==> config.mk <==
export PLATFORM = sky130hd
export DESIGN_NAME = pbb_div
export DESIGN_NICKNAME = d
export VERILOG_FILES = /design/src/sv/pbb_pkg.sv /design/src/sv/pbb_div_cell.sv /design/src/sv/pbb_div.sv
export SDC_FILE = /design/constraint.sdc
export NUM_CORES = 1
export LEC_CHECK = 0
export BUFFER_PORTS_ARGS = -buffer_cell sky130_fd_sc_hd__buf_2
export CORE_AREA = 2 2 148 150
export CTS_BUF_LIST = sky130_fd_sc_hd__clkbuf_8
export CTS_CLUSTER_SIZE = 12
export DETAILED_ROUTE_END_ITERATION = 10
export DIE_AREA = 0 0 150 152
export GPL_ROUTABILITY_DRIVEN = 0
export GPL_TIMING_DRIVEN = 0
export PLACE_DENSITY = 0.74
export SYNTH_ARGS = -nofsm -noshare
export SYNTH_HDL_FRONTEND = slang
export SYNTH_SLANG_ARGS = --single-unit
==> constraint.sdc <==
create_clock -name clock -period 7.1 [get_ports clock]
set_input_delay 0 -clock clock [delete_from_list [all_inputs] [get_ports clock]]
set_output_delay 0 -clock clock [all_outputs]
set_load 0.005 [all_outputs]
==> src/sv/pbb_pkg.sv <==
`default_nettype none
package pbb_pkg;

   // default sizing
   localparam int MAX_WIDTH_DEF  = 1024;
   localparam int MAX_RADIUS_DEF = 4;
   localparam int MAX_HEIGHT_DEF = 4096;

   // register reset values
   localparam logic [10:0] WIDTH_RST  = 11'd640;
   localparam logic [12:0] HEIGHT_RST = 13'd480;
   localparam logic [2:0]  RADIUS_RST = 3'd1;

   // quotient bits of the divider chain
   localparam int QW = 8;

   // register indexes
   localparam logic [1:0] REG_WIDTH  = 2'd0;
   localparam logic [1:0] REG_HEIGHT = 2'd1;
   localparam logic [1:0] REG_RADIUS = 2'd2;

   // input kinds
   localparam logic KIND_PIXEL = 1'b0;
   localparam logic KIND_DRAIN = 1'b1;

   typedef enum logic [5:0] {
      ST_IDLE  = 6'b000001,
      ST_SUM   = 6'b000010,
      ST_FLUSH = 6'b000100,
      ST_LOAD  = 6'b001000,
      ST_DIV   = 6'b010000,
      ST_OUT   = 6'b100000
   } state_type;

   // floor(x/255) for x below 65280
   function automatic logic [7:0] div255(input logic [15:0] x);
      logic [17:0] t;
      t = 18'(x) + 18'(x[15:8]) + 18'd1;
      return t[15:8];
   endfunction

endpackage
`default_nettype wire

==> src/sv/pbb_div_cell.sv <==
`default_nettype none
module pbb_div_cell import pbb_pkg::*; #(
   parameter int DW  = 24,
   parameter int DVW = 16,
   parameter int BIT = 0
) (
   input  wire logic           clock,
   input  wire logic           reset,
   input  wire logic [DVW-1:0] divisor,
   input  wire logic           vld_in,
   input  wire logic [DW-1:0]  rem_in,
   input  wire logic [QW-1:0]  q_in,
   output logic                vld_out,
   output logic [DW-1:0]       rem_out,
   output logic [QW-1:0]       q_out
);
   logic [DW-1:0] shifted;
   logic          take;

   // one restoring step at this bit weight
   assign shifted = DW'(divisor) << BIT;
   assign take    = (rem_in >= shifted);

   always_ff @(posedge clock) begin
      if (reset) begin
         vld_out <= 1'b0;
      end else begin
         vld_out <= vld_in;
      end
      rem_out <= take ? (rem_in - shifted) : rem_in;
      q_out   <= take ? (q_in | (QW'(1) << BIT)) : q_in;
   end
endmodule
`default_nettype wire

==> src/sv/pbb_div.sv <==
`default_nettype none
module pbb_div import pbb_pkg::*; #(
   parameter int DW  = 24,
   parameter int DVW = 16
) (
   input  wire logic           clock,
   input  wire logic           reset,
   input  wire logic           start,
   input  wire logic [DW-1:0]  dividend,
   input  wire logic [DVW-1:0] divisor,
   output logic                done,
   output logic [QW-1:0]       quotient
);
   logic [DW-1:0] rem_w [QW+1];
   logic [QW-1:0] q_w   [QW+1];
   logic          v_w   [QW+1];

   assign rem_w[0] = dividend;
   assign q_w[0]   = '0;
   assign v_w[0]   = start;

   // chain of cells, most significant quotient bit first
   for (genvar i = 0; i < QW; i++) begin : g_cell
      pbb_div_cell #(.DW(DW), .DVW(DVW), .BIT(QW-1-i)) u_cell (
         .clock   (clock),
         .reset   (reset),
         .divisor (divisor),
         .vld_in  (v_w[i]),
         .rem_in  (rem_w[i]),
         .q_in    (q_w[i]),
         .vld_out (v_w[i+1]),
         .rem_out (rem_w[i+1]),
         .q_out   (q_w[i+1])
      );
   end

   assign done     = v_w[QW];
   assign quotient = q_w[QW];
endmodule
`default_nettype wire

==> flow_summary.yaml, run 1 <==
outcome:
  status: "finished clean"
finish:
  final_area_mm2: 0.0135
  final_nets: 1607
  syn2layout_area_growth_pct: 13.7
  antenna-diode-count: 0
  drive_above_1_share_pct: 12.2
  post-route-util_pct: 63.4
floorplan:
  ios: 52
  fp.dieH_um: 152
  coreArea_mm2: 0.0214
  initial_core_util_pct: 55.7
  rows: 54
  dieArea_mm2: 0.0228
  chipWidth_um: 150
timing:
  hold_viol: 0
  min_period_over_period_pct: 52.2
  clock-skew-final_ns: 0.0137
  fmax_mhz: 270
  fin_crit_ns: 3.71
  rsz0062_at_grt: "no"
  worst_pin_slew_ns: 0.919
  finalMaxSlewViolations: 0
  tns_ns: 0
  max-slew-margin-rel_pct: 37.9
  setup_viol: 0
global_route:
  grt_max_degree: 13
  grt_pass1_wl_mm: 43.5
  gr-usage-all-layers_pct: 23.1
  antenna_found_initial: 0
  grt_overflow: 0
  grt_pass1_vias: 9747
clock_network:
  cts_made_buffers: 37
  cts-root-buf: "clkbuf_8"
  cts_tree: "built"
  cts-resized-gates: 0
  clockBufferDepth: 3
  htree_levels: 2
  clkTransAtPathRegs_ns: 0.05
  clkSinkCount: 212
  clk-insertion-delay-late_ns: 0.51
setup_path:
  ff2ff_setup_slack_ns: 4.03
  end_kind: "flop"
  crit_fanout: 12
  required_ns: 7.55
  worstSetupStartpointType: "primary input"
  cp_slowest_stage_delay_ns: 0.65
  crit_chain: "dlygate4sd3_1 > buf_2 > inv_1 > ha_1 > nor2b_1 > o21ai_0 > nand4b_1 > nand3_1 > a2111oi_0 > nand2b_1 > buf_2 > buf_2 > nor2_1 > a21oi_1 > dlygate4sd3_1"
  cp_data_arrival_time_ns: 4.16
  cpLargestDelayFamily: "buffers and inverters"
  crit_buf_inv: 6
  worst-setup-path-type: "primary input to flop"
  crit_top_cell: "buf_2"
  slowest_stage: "a2111oi_0"
drt:
  drtIter0Drc: 438
  avgRoutedWirePerCell_um: 15.1
  ant_nets: 0
  wirelength_mm: 26.1
  via_per_inst: 5.65
  vias: 9772
  drcViolationCount: 0
  first_pass_iters: 7
yosys:
  synth-simple-area-share_pct: 15.1
  yosys.area_share.xor_xnor_pct: 8.10
  synth-seq-cells: 212
  synth_top_family_by_area: "compound AO/OA/AOI/OAI gates"
  synth_area_leaders: "dfxtp_1 36%, ha_1 13%, a21oi_1 4.7%"
  avgSynthCellArea_um2: 9.10
  seq_area_frac_synth_pct: 35.7
  yosys.area.top_type: "dfxtp_1"
  synthTopCellsByCount: "212 x dfxtp_1, 128 x ha_1, 111 x a21oi_1, 103 x o21ai_0, 98 x nand2_1"
  synth.area.mux_share_pct: 3.66
  synth_top_area_share_pct: 35.7
  synth-edff-count: 0
  synthAdderAreaFrac_pct: 14.6
  synth_cells: 1307
  synth_nets: 1485
  syn-cell-area_mm2: 0.0119
  yosysWarnings: 0
  async_reset_ff_share_pct: 0
  synth.most_common_cell: "dfxtp_1"
  synth_cell_type_count: 75
  ys.flop_type: "dfxtp_1"
  synth_compound_area_share_pct: 19.7
pwr:
  p_leak_nw: 5.98
  power_density_mw_per_mm2: 438
  peakVddDrop_uv: 164
placement:
  io_buffers: 51
  dpl_cell_area_mm2: 0.0125
  dp.final_hpwl_mm: 20.3
run:
  drv_cap: 0
min_path:
  holdCritPathClass: "primary input to flop"
## metal layers
layer  part of all wire [%]  vias to the layer above  routed length, µm  global-route usage, %
met5                      0                        -                  0                      0
met3                    3.8                       89                989                   3.63
met4                    4.2                        0               1090                   10.5
li1                       -                     4967                  -                      -
met1                     42                     4468              10900                   26.0
met2                     50                      248              13100                   42.4
## registers in the layout, summed over array words and instances (netlist names)
signal and flops:
g_cell.u_cell.rem_out 168, g_cell.u_cell.vld_out 8, g_cell.u_cell.q_out 36
## cell families (layout without fill, tap and decap cells)
| family | after synthesis | count (layout) |
|---|---|---|
| DFF | 212 | 212 |
| and+or+nand+nor | 356 | 356 |
| adders and majority gates | 135 | 135 |
| muxes | 39 | 39 |
| AOI/OAI and AO/OA | 369 | 369 |
| xor gates and xnor gates | 110 | 110 |
| buffers and inverters | 86 | 230 |
## cell type report
type,instances,area [µm²]
fill,1833,7820
multi-input combinational,1009,7280
sequential,212,4240
clock buffer,44,606
timing repair buffer,83,576
tap,280,350
inverter,58,218
buffer,28,153
clock inverter,17,103
## tightest hold or removal path, delay by kind of cell
| family | cells | cell delay [ns] |
|---|---|---|
| adder cells (fa/ha/maj) | 1 | 0.20 |
| multiplexers | 1 | 0.06 |
| buffers and inverters | 1 | 0.23 |
## path summary, 6_finish.rpt
kind                            cells after the start                      endpoint                   startpoint
worst max-delay path                               15   g_cell[0].u_cell.rem_out[8]                   divisor[1]
worst max register to register                     12  g_cell[1].u_cell.rem_out[23]  g_cell[0].u_cell.rem_out[6]
worst min-delay path                                3   g_cell[3].u_cell.rem_out[4]                   divisor[0]
worst min register to register                      0     g_cell[6].u_cell.q_out[5]    g_cell[5].u_cell.q_out[5]
## what timing repair did
item                                   CTS  global route
hold buffers                            32             0
buffers inserted                         0             0
endpoints found under the hold margin   34             0
## report_power, final
part | internal [mW] | switching, mW
Combinational | 1.37 | 1.58
Sequential | 1.67 | 0.252
Clock | 0.596 | 0.466
Total | 3.64 | 2.29
## per-stage QoR
step / instances / setup slack [ns] / hold WS [ns] / power [mW]
floorplan: 1307 / 4.60 / 0.0277 / 4.24
finish: 1731 / 3.39 / 0.0311 / 5.93
global route: 1731 / 3.16 / 0.0345 / 6.43
global placement: 1638 / 3.94 / 0.122 / 4.74
detailed placement: 1638 / 3.86 / 0.121 / 4.82
CTS: 1731 / 3.45 / 0.00430 / 5.93
## placed cells by master (no fill, tap or decap), drive strengths merged, types with 36 or more instances in the layout
master / netlist / final
a21o: 48 / 48
a21oi: 114 / 114
buf: 21 / 72
clkbuf: 7 / 51
dfxtp: 212 / 212
ha: 128 / 128
inv: 58 / 68
mux2: 36 / 36
nand2: 98 / 98
nor2: 90 / 90
o21ai: 103 / 103
xnor2: 60 / 60
xor2: 50 / 50
Note: power is estimated with default switching activity, not from simulation.
==> run 2, diff against run 1 <==
--- a/config.mk
+++ b/config.mk
@@ -13,7 +13,7 @@
 export DIE_AREA = 0 0 150 152
 export GPL_ROUTABILITY_DRIVEN = 0
 export GPL_TIMING_DRIVEN = 0
-export PLACE_DENSITY = 0.74
+export PLACE_DENSITY = 0.77
 export SYNTH_ARGS = -nofsm -noshare
 export SYNTH_HDL_FRONTEND = slang
 export SYNTH_SLANG_ARGS = --single-unit
==> constraint.sdc (replaced) <==
create_clock -name clock -period 3.4 [get_ports clock]
set_input_delay 0 -clock clock [delete_from_list [all_inputs] [get_ports clock]]
set_output_delay 0 -clock clock [all_outputs]
set_load 0.005 [all_outputs]
==> run 2 against run 1 <==
  * Clock power up 120%
  * Final cell count grew 0.35%
  * Sequential power up 110%
  * Count of clock-buffer cells in the layout rose by 6
  * Sequential share of layout area shrank 0.24 points
  * Final area rose by 0.77%
  * Utilization increased by 0.49 points
  * Critical path depth down 1
  * Die area did not move
  * First-iteration DRC count increased by 5.5%
  * Largest cell class unchanged
==> flow_summary.yaml, run 2 (same netlist as run 1, synthesis figures left out) <==
setup_path:
  cp_slowest_stage_delay_ns: 0.58
  required_ns: 3.87
  cpLargestDelayFamily: "buffers and inverters"
  cp_data_arrival_time_ns: 3.67
  end_kind: "flop"
  crit_top_cell: "buf_2"
  ff2ff_setup_slack_ns: 0.34
  crit_chain: "dlygate4sd3_1 > buf_2 > ha_1 > and3_1 > o21ai_0 > nand4b_1 > nand3_1 > a2111oi_1 > nand2b_1 > buf_2 > buf_2 > nor2_1 > a21oi_1 > dlygate4sd3_1"
  worst-setup-path-type: "primary input to flop"
  crit_fanout: 10
  reg2regPathDepth: 12
  worstSetupStartpointType: "primary input"
  path_depth: 14
  crit_buf_inv: 5
  slowest_stage: "a2111oi_1"
finish:
  n_fill_cell: 1792
  final_cell_mix: "212 x dfxtp_1, 128 x ha_1, 110 x a21oi_1"
  largest_register: "g_cell.u_cell.rem_out"
  syn2layout_area_growth_pct: 14.6
  top_regs: "g_cell.u_cell.rem_out (168), g_cell.u_cell.q_out (36), g_cell.u_cell.vld_out (8)"
  final_common_cell: "dfxtp_1"
  antenna-diode-count: 0
  largest_reg_flops: 168
  post-route-util_pct: 63.9
  drive_above_1_share_pct: 12.6
  final_cells: 1737
  final_nets: 1608
global_route:
  antenna_found_initial: 0
  gr-usage-all-layers_pct: 23.6
  grt_overflow: 0
  grt_pass1_vias: 10071
  grt_pass1_wl_mm: 44.4
  grt_max_degree: 13
min_path:
  holdCritPathClass: "primary input to flop"
  hold_depth: 4
drt:
  wirelength_mm: 26.6
  avgRoutedWirePerCell_um: 15.3
  ant_nets: 0
  dr_wl_met3_mm: 1.18
  vias: 9907
  wl_met1_mm: 10.9
  wl_met2_mm: 13.5
  drcViolationCount: 0
  first_pass_iters: 5
  drtIter0Drc: 462
  top_layer: "met4"
  via_per_inst: 5.70
clock_network:
  clkTransAtPathRegs_ns: 0.05
  clk-insertion-delay-late_ns: 0.53
  cts-root-buf: "clkbuf_8"
  cts_made_buffers: 37
  htree_levels: 2
  clkSinkCount: 212
  cts_tree: "built"
  clockBufferDepth: 3
pwr:
  peakVddDrop_uv: 315
  p_leak_nw: 6.03
  power_density_mw_per_mm2: 921
floorplan:
  rows: 54
  coreArea_mm2: 0.0214
  fp.dieH_um: 152
  initial_core_util_pct: 55.7
  dieArea_mm2: 0.0228
  ios: 52
  chipWidth_um: 150
timing:
  rsz0062_at_grt: "no"
  finalMaxSlewViolations: 0
  tns_ns: 0
  min_period_over_period_pct: 94.1
  max-slew-margin-rel_pct: 48.6
  fmax_mhz: 312
  hold_viol: 0
  fin_crit_ns: 3.20
  clock-skew-final_ns: 0.0298
  worst_pin_slew_ns: 0.761
  setup_viol: 0
outcome:
  status: "finished clean"
placement:
  dp_cells: 1638
  dp.final_hpwl_mm: 20.3
  io_buffers: 51
run:
  drv_cap: 0
run 2: cell type report:
class | count | area, µm² | area share (%)
clock buffer | 50 | 688 | 5.05
multi-input combinational | 1009 | 7300 | 53.5
clock inverter | 16 | 93.8 | 0.688
buffer | 28 | 153 | 1.12
timing repair buffer | 84 | 588 | 4.31
sequential | 212 | 4240 | 31.1
inverter | 58 | 218 | 1.60
tap | 280 | 350 | 2.57
run 2: what timing repair did:
action / in CTS / in global routing
hold endpoints to repair: 37 / 0
gates resized for setup: 0 / 6
endpoints found under the setup margin: 0 / 20
hold buffers: 33 / 0
setup buffers: 0 / 0
run 2: worst paths after layout:
check,end,start
worst max-delay path,g_cell[0].u_cell.rem_out[8],dividend[10]
worst min-delay path,g_cell[0].u_cell.rem_out[9],divisor[1]
worst max register to register,g_cell[1].u_cell.rem_out[23],g_cell[0].u_cell.rem_out[6]
worst min register to register,g_cell[7].u_cell.q_out[5],g_cell[6].u_cell.q_out[5]
run 2: metrics by stage:
stage | hold WS (ns) | setup WS, ns | cell area (µm²) | power (mW)
2_1_floorplan | 0.0277 | 0.899 | 11900 | 8.85
3_3_place_gp | 0.123 | 0.261 | 12500 | 9.87
3_5_place_dp | 0.121 | 0.137 | 12500 | 10.1
4_1_cts | 0.0558 | 0.000506 | 13600 | 12.5
5_1_grt | 0.106 | 0.0315 | 13600 | 13.6
6_report | 0.0731 | 0.199 | 13600 | 12.6
run 2: routing by layer:
layer | global-route usage (%) | vias up
li1 | - | 4970
met1 | 26.1 | 4565
met2 | 43.5 | 288
met5 | 0 | -
met4 | 10.8 | 0
met3 | 3.96 | 84
run 2: where the power goes:
part | switching (mW) | internal, mW
clock | 0.988 | 1.38
sequential | 0.529 | 3.49
combinational | 3.30 | 2.87
run 2: worst register-to-register path: stages, from the launching register on:
cell	delay [ns]
dfxtp_1	0.31
inv_1	0.05
ha_1	0.15
inv_1	0.06
fa_1	0.43
a221o_1	0.37
a21oi_2	0.23
o21a_1	0.27
o41ai_1	0.19
a21oi_2	0.37
buf_2	0.28
nor3_1	0.07
a21o_1	0.15
==> run 3, diff against run 2 <==
--- a/config.mk
+++ b/config.mk
@@ -6,14 +6,13 @@
 export NUM_CORES = 1
 export LEC_CHECK = 0
 export BUFFER_PORTS_ARGS = -buffer_cell sky130_fd_sc_hd__buf_2
-export CORE_AREA = 2 2 148 150
-export CTS_BUF_LIST = sky130_fd_sc_hd__clkbuf_8
+export CORE_AREA = 2 2 149 151
 export CTS_CLUSTER_SIZE = 12
 export DETAILED_ROUTE_END_ITERATION = 10
-export DIE_AREA = 0 0 150 152
+export DIE_AREA = 0 0 151 153
 export GPL_ROUTABILITY_DRIVEN = 0
 export GPL_TIMING_DRIVEN = 0
-export PLACE_DENSITY = 0.77
+export PLACE_DENSITY = 0.76
 export SYNTH_ARGS = -nofsm -noshare
 export SYNTH_HDL_FRONTEND = slang
 export SYNTH_SLANG_ARGS = --single-unit
==> run 3 against run 2 <==
  * Via count decreased by 2.2%
  * Routed wire length decreased by 1.2%
  * Die area increased by 1.3%
  * First-iteration DRC count decreased by 5.4%
  * Worst setup slack got worse by 0.090 ns
  * Non-clock buffer count unchanged
  * Critical path depth unchanged
  * Final cell count decreased by 1.4%
  * Total power increased by 0.69%
  * Maximum frequency decreased by 2.7%
  * Critical endpoint unchanged
==> flow_summary.yaml, run 3 (same netlist as run 1, synthesis figures left out) <==
clock_network:
  clkTransAtPathRegs_ns: 0.06
  clockBufferDepth: 3
  clkSinkCount: 212
  clk-insertion-delay-late_ns: 0.53
  cts_made_buffers: 24
  cts_tree: "built"
  htree_levels: 1
  cts-root-buf: "clkbuf_16"
finish:
  top_regs: "g_cell.u_cell.rem_out (168), g_cell.u_cell.q_out (36), g_cell.u_cell.vld_out (8)"
  final_cell_mix: "212 x dfxtp_1, 128 x ha_1, 111 x a21oi_1"
  antenna-diode-count: 0
  largest_reg_flops: 168
  final_common_cell: "dfxtp_1"
  final_nets: 1595
  syn2layout_area_growth_pct: 14.5
  drive_above_1_share_pct: 11.4
  largest_register: "g_cell.u_cell.rem_out"
  final_area_mm2: 0.0136
  final_cells: 1713
setup_path:
  ff2ff_setup_slack_ns: 0.36
  cpLargestDelayFamily: "buffers and inverters"
  cp_slowest_stage_delay_ns: 0.60
  crit_buf_inv: 5
  crit_fanout: 10
  crit_chain: "dlygate4sd3_1 > buf_2 > ha_1 > and3_1 > o21ai_0 > nand4b_1 > nand3_1 > a2111oi_1 > nand2b_1 > buf_2 > buf_2 > nor2_1 > a21oi_1 > dlygate4sd3_1"
  required_ns: 3.87
  slowest_stage: "a2111oi_1"
  crit_top_cell: "buf_2"
  cp_data_arrival_time_ns: 3.76
  end_kind: "flop"
  worstSetupStartpointType: "primary input"
  worst-setup-path-type: "primary input to flop"
placement:
  io_buffers: 51
  dp.final_hpwl_mm: 20.2
  dpl_cell_area_mm2: 0.0125
  dp_cells: 1638
timing:
  setup_viol: 0
  hold_viol: 0
  min_period_over_period_pct: 96.8
  tns_ns: 0
  worst_pin_slew_ns: 0.734
  fin_crit_ns: 3.29
  fmax_mhz: 304
  max-slew-margin-rel_pct: 50.4
  rsz0062_at_grt: "no"
  clock-skew-final_ns: 0.0319
  finalMaxSlewViolations: 0
drt:
  avgRoutedWirePerCell_um: 15.4
  drcViolationCount: 0
  via_per_inst: 5.66
  wirelength_mm: 26.3
  ant_nets: 0
  vias: 9690
  drtIter0Drc: 437
  first_pass_iters: 5
global_route:
  antenna_found_initial: 0
  gr-usage-all-layers_pct: 22.8
  grt_max_degree: 13
  grt_pass1_wl_mm: 43.0
  grt_pass1_vias: 9700
  grt_overflow: 0
pwr:
  peakVddDrop_uv: 519
  p_leak_nw: 5.96
  power_density_mw_per_mm2: 928
floorplan:
  ios: 52
  initial_core_util_pct: 55.4
  coreArea_mm2: 0.0215
  chipWidth_um: 151
  dieArea_mm2: 0.0231
  fp.dieH_um: 153
  rows: 54
outcome:
  status: "finished clean"
run:
  drv_cap: 0
min_path:
  holdCritPathClass: "primary input to flop"
[run 3: cell types whose count changed in the layout (fill, tap and decap cells not counted), moves of 2 or more]
cell       previous run  this run
clkbuf_8             50         6
clkbuf_16             0        24
inv_1                69        58
clkbuf_1              6        10
clkinv_2              3         5
[run 3: metrics by stage]
stage / setup WS [ns] / power [mW] / util [%] / hold slack [ns]
final: 0.109 / 12.6 / 63.4 / 0.0692
after detailed placement: 0.166 / 10.0 / 58.2 / 0.119
after floorplan: 0.899 / 8.85 / - / 0.0277
after global placement: 0.248 / 9.87 / 58.2 / 0.123
after global routing: 0.0144 / 13.7 / 63.4 / 0.0970
after CTS: 0.0312 / 12.6 / 63.3 / 0.0499
[run 3: final cells by class]
class                           count  area (µm²)
Clock buffer                       34         698
Fill cell                        1767        7870
Multi-Input combinational cell   1009        7290
Tap cell                          280         350
Clock inverter                      8        78.8
Inverter                           58         218
Buffer                             28         153
Timing Repair Buffer               84         586
Sequential cell                   212        4240
[run 3: what timing repair did]
action	CTS	global route
setup endpoints to repair	0	3
hold endpoints to repair	39	0
setup buffers	0	0
hold buffers	33	0
resized for setup	0	2
[run 3: power by group]
part | leakage [nW] | switching [mW] | internal [mW]
Combinational | 3.80 | 3.27 | 2.86
Clock | 0.384 | 0.999 | 1.50
Sequential | 1.78 | 0.528 | 3.49
Total | 5.96 | 4.79 | 7.85
[run 3: worst register-to-register path: stages (launching register included)]
cell and delay [ns]:
dfxtp_1 0.31, inv_1 0.05, ha_1 0.15, inv_1 0.06, fa_1 0.42, a221o_1 0.36
a21oi_2 0.24, o21a_1 0.27, o41ai_1 0.18, a21oi_2 0.37, buf_2 0.29, nor3_1 0.07
a21o_1 0.15
[run 3: final timing paths]
kind                                     from                           end  depth (start not counted)
setup reg to reg  g_cell[0].u_cell.rem_out[6]  g_cell[1].u_cell.rem_out[23]                         12
hold / removal                     divisor[1]   g_cell[0].u_cell.rem_out[9]                          4
hold reg to reg     g_cell[3].u_cell.q_out[6]     g_cell[4].u_cell.q_out[6]                          0
setup / recovery                 dividend[10]   g_cell[0].u_cell.rem_out[8]                         14
[run 3: layer usage]
metal / up-vias / GRT usage [%] / part of all wire, %
li1: 4933 / - / -
met1: 4468 / 25.8 / 42
met2: 229 / 41.9 / 50
met3: 60 / 2.99 / 3.9
met4: 0 / 10.5 / 3.6
met5: - / 0 / 0
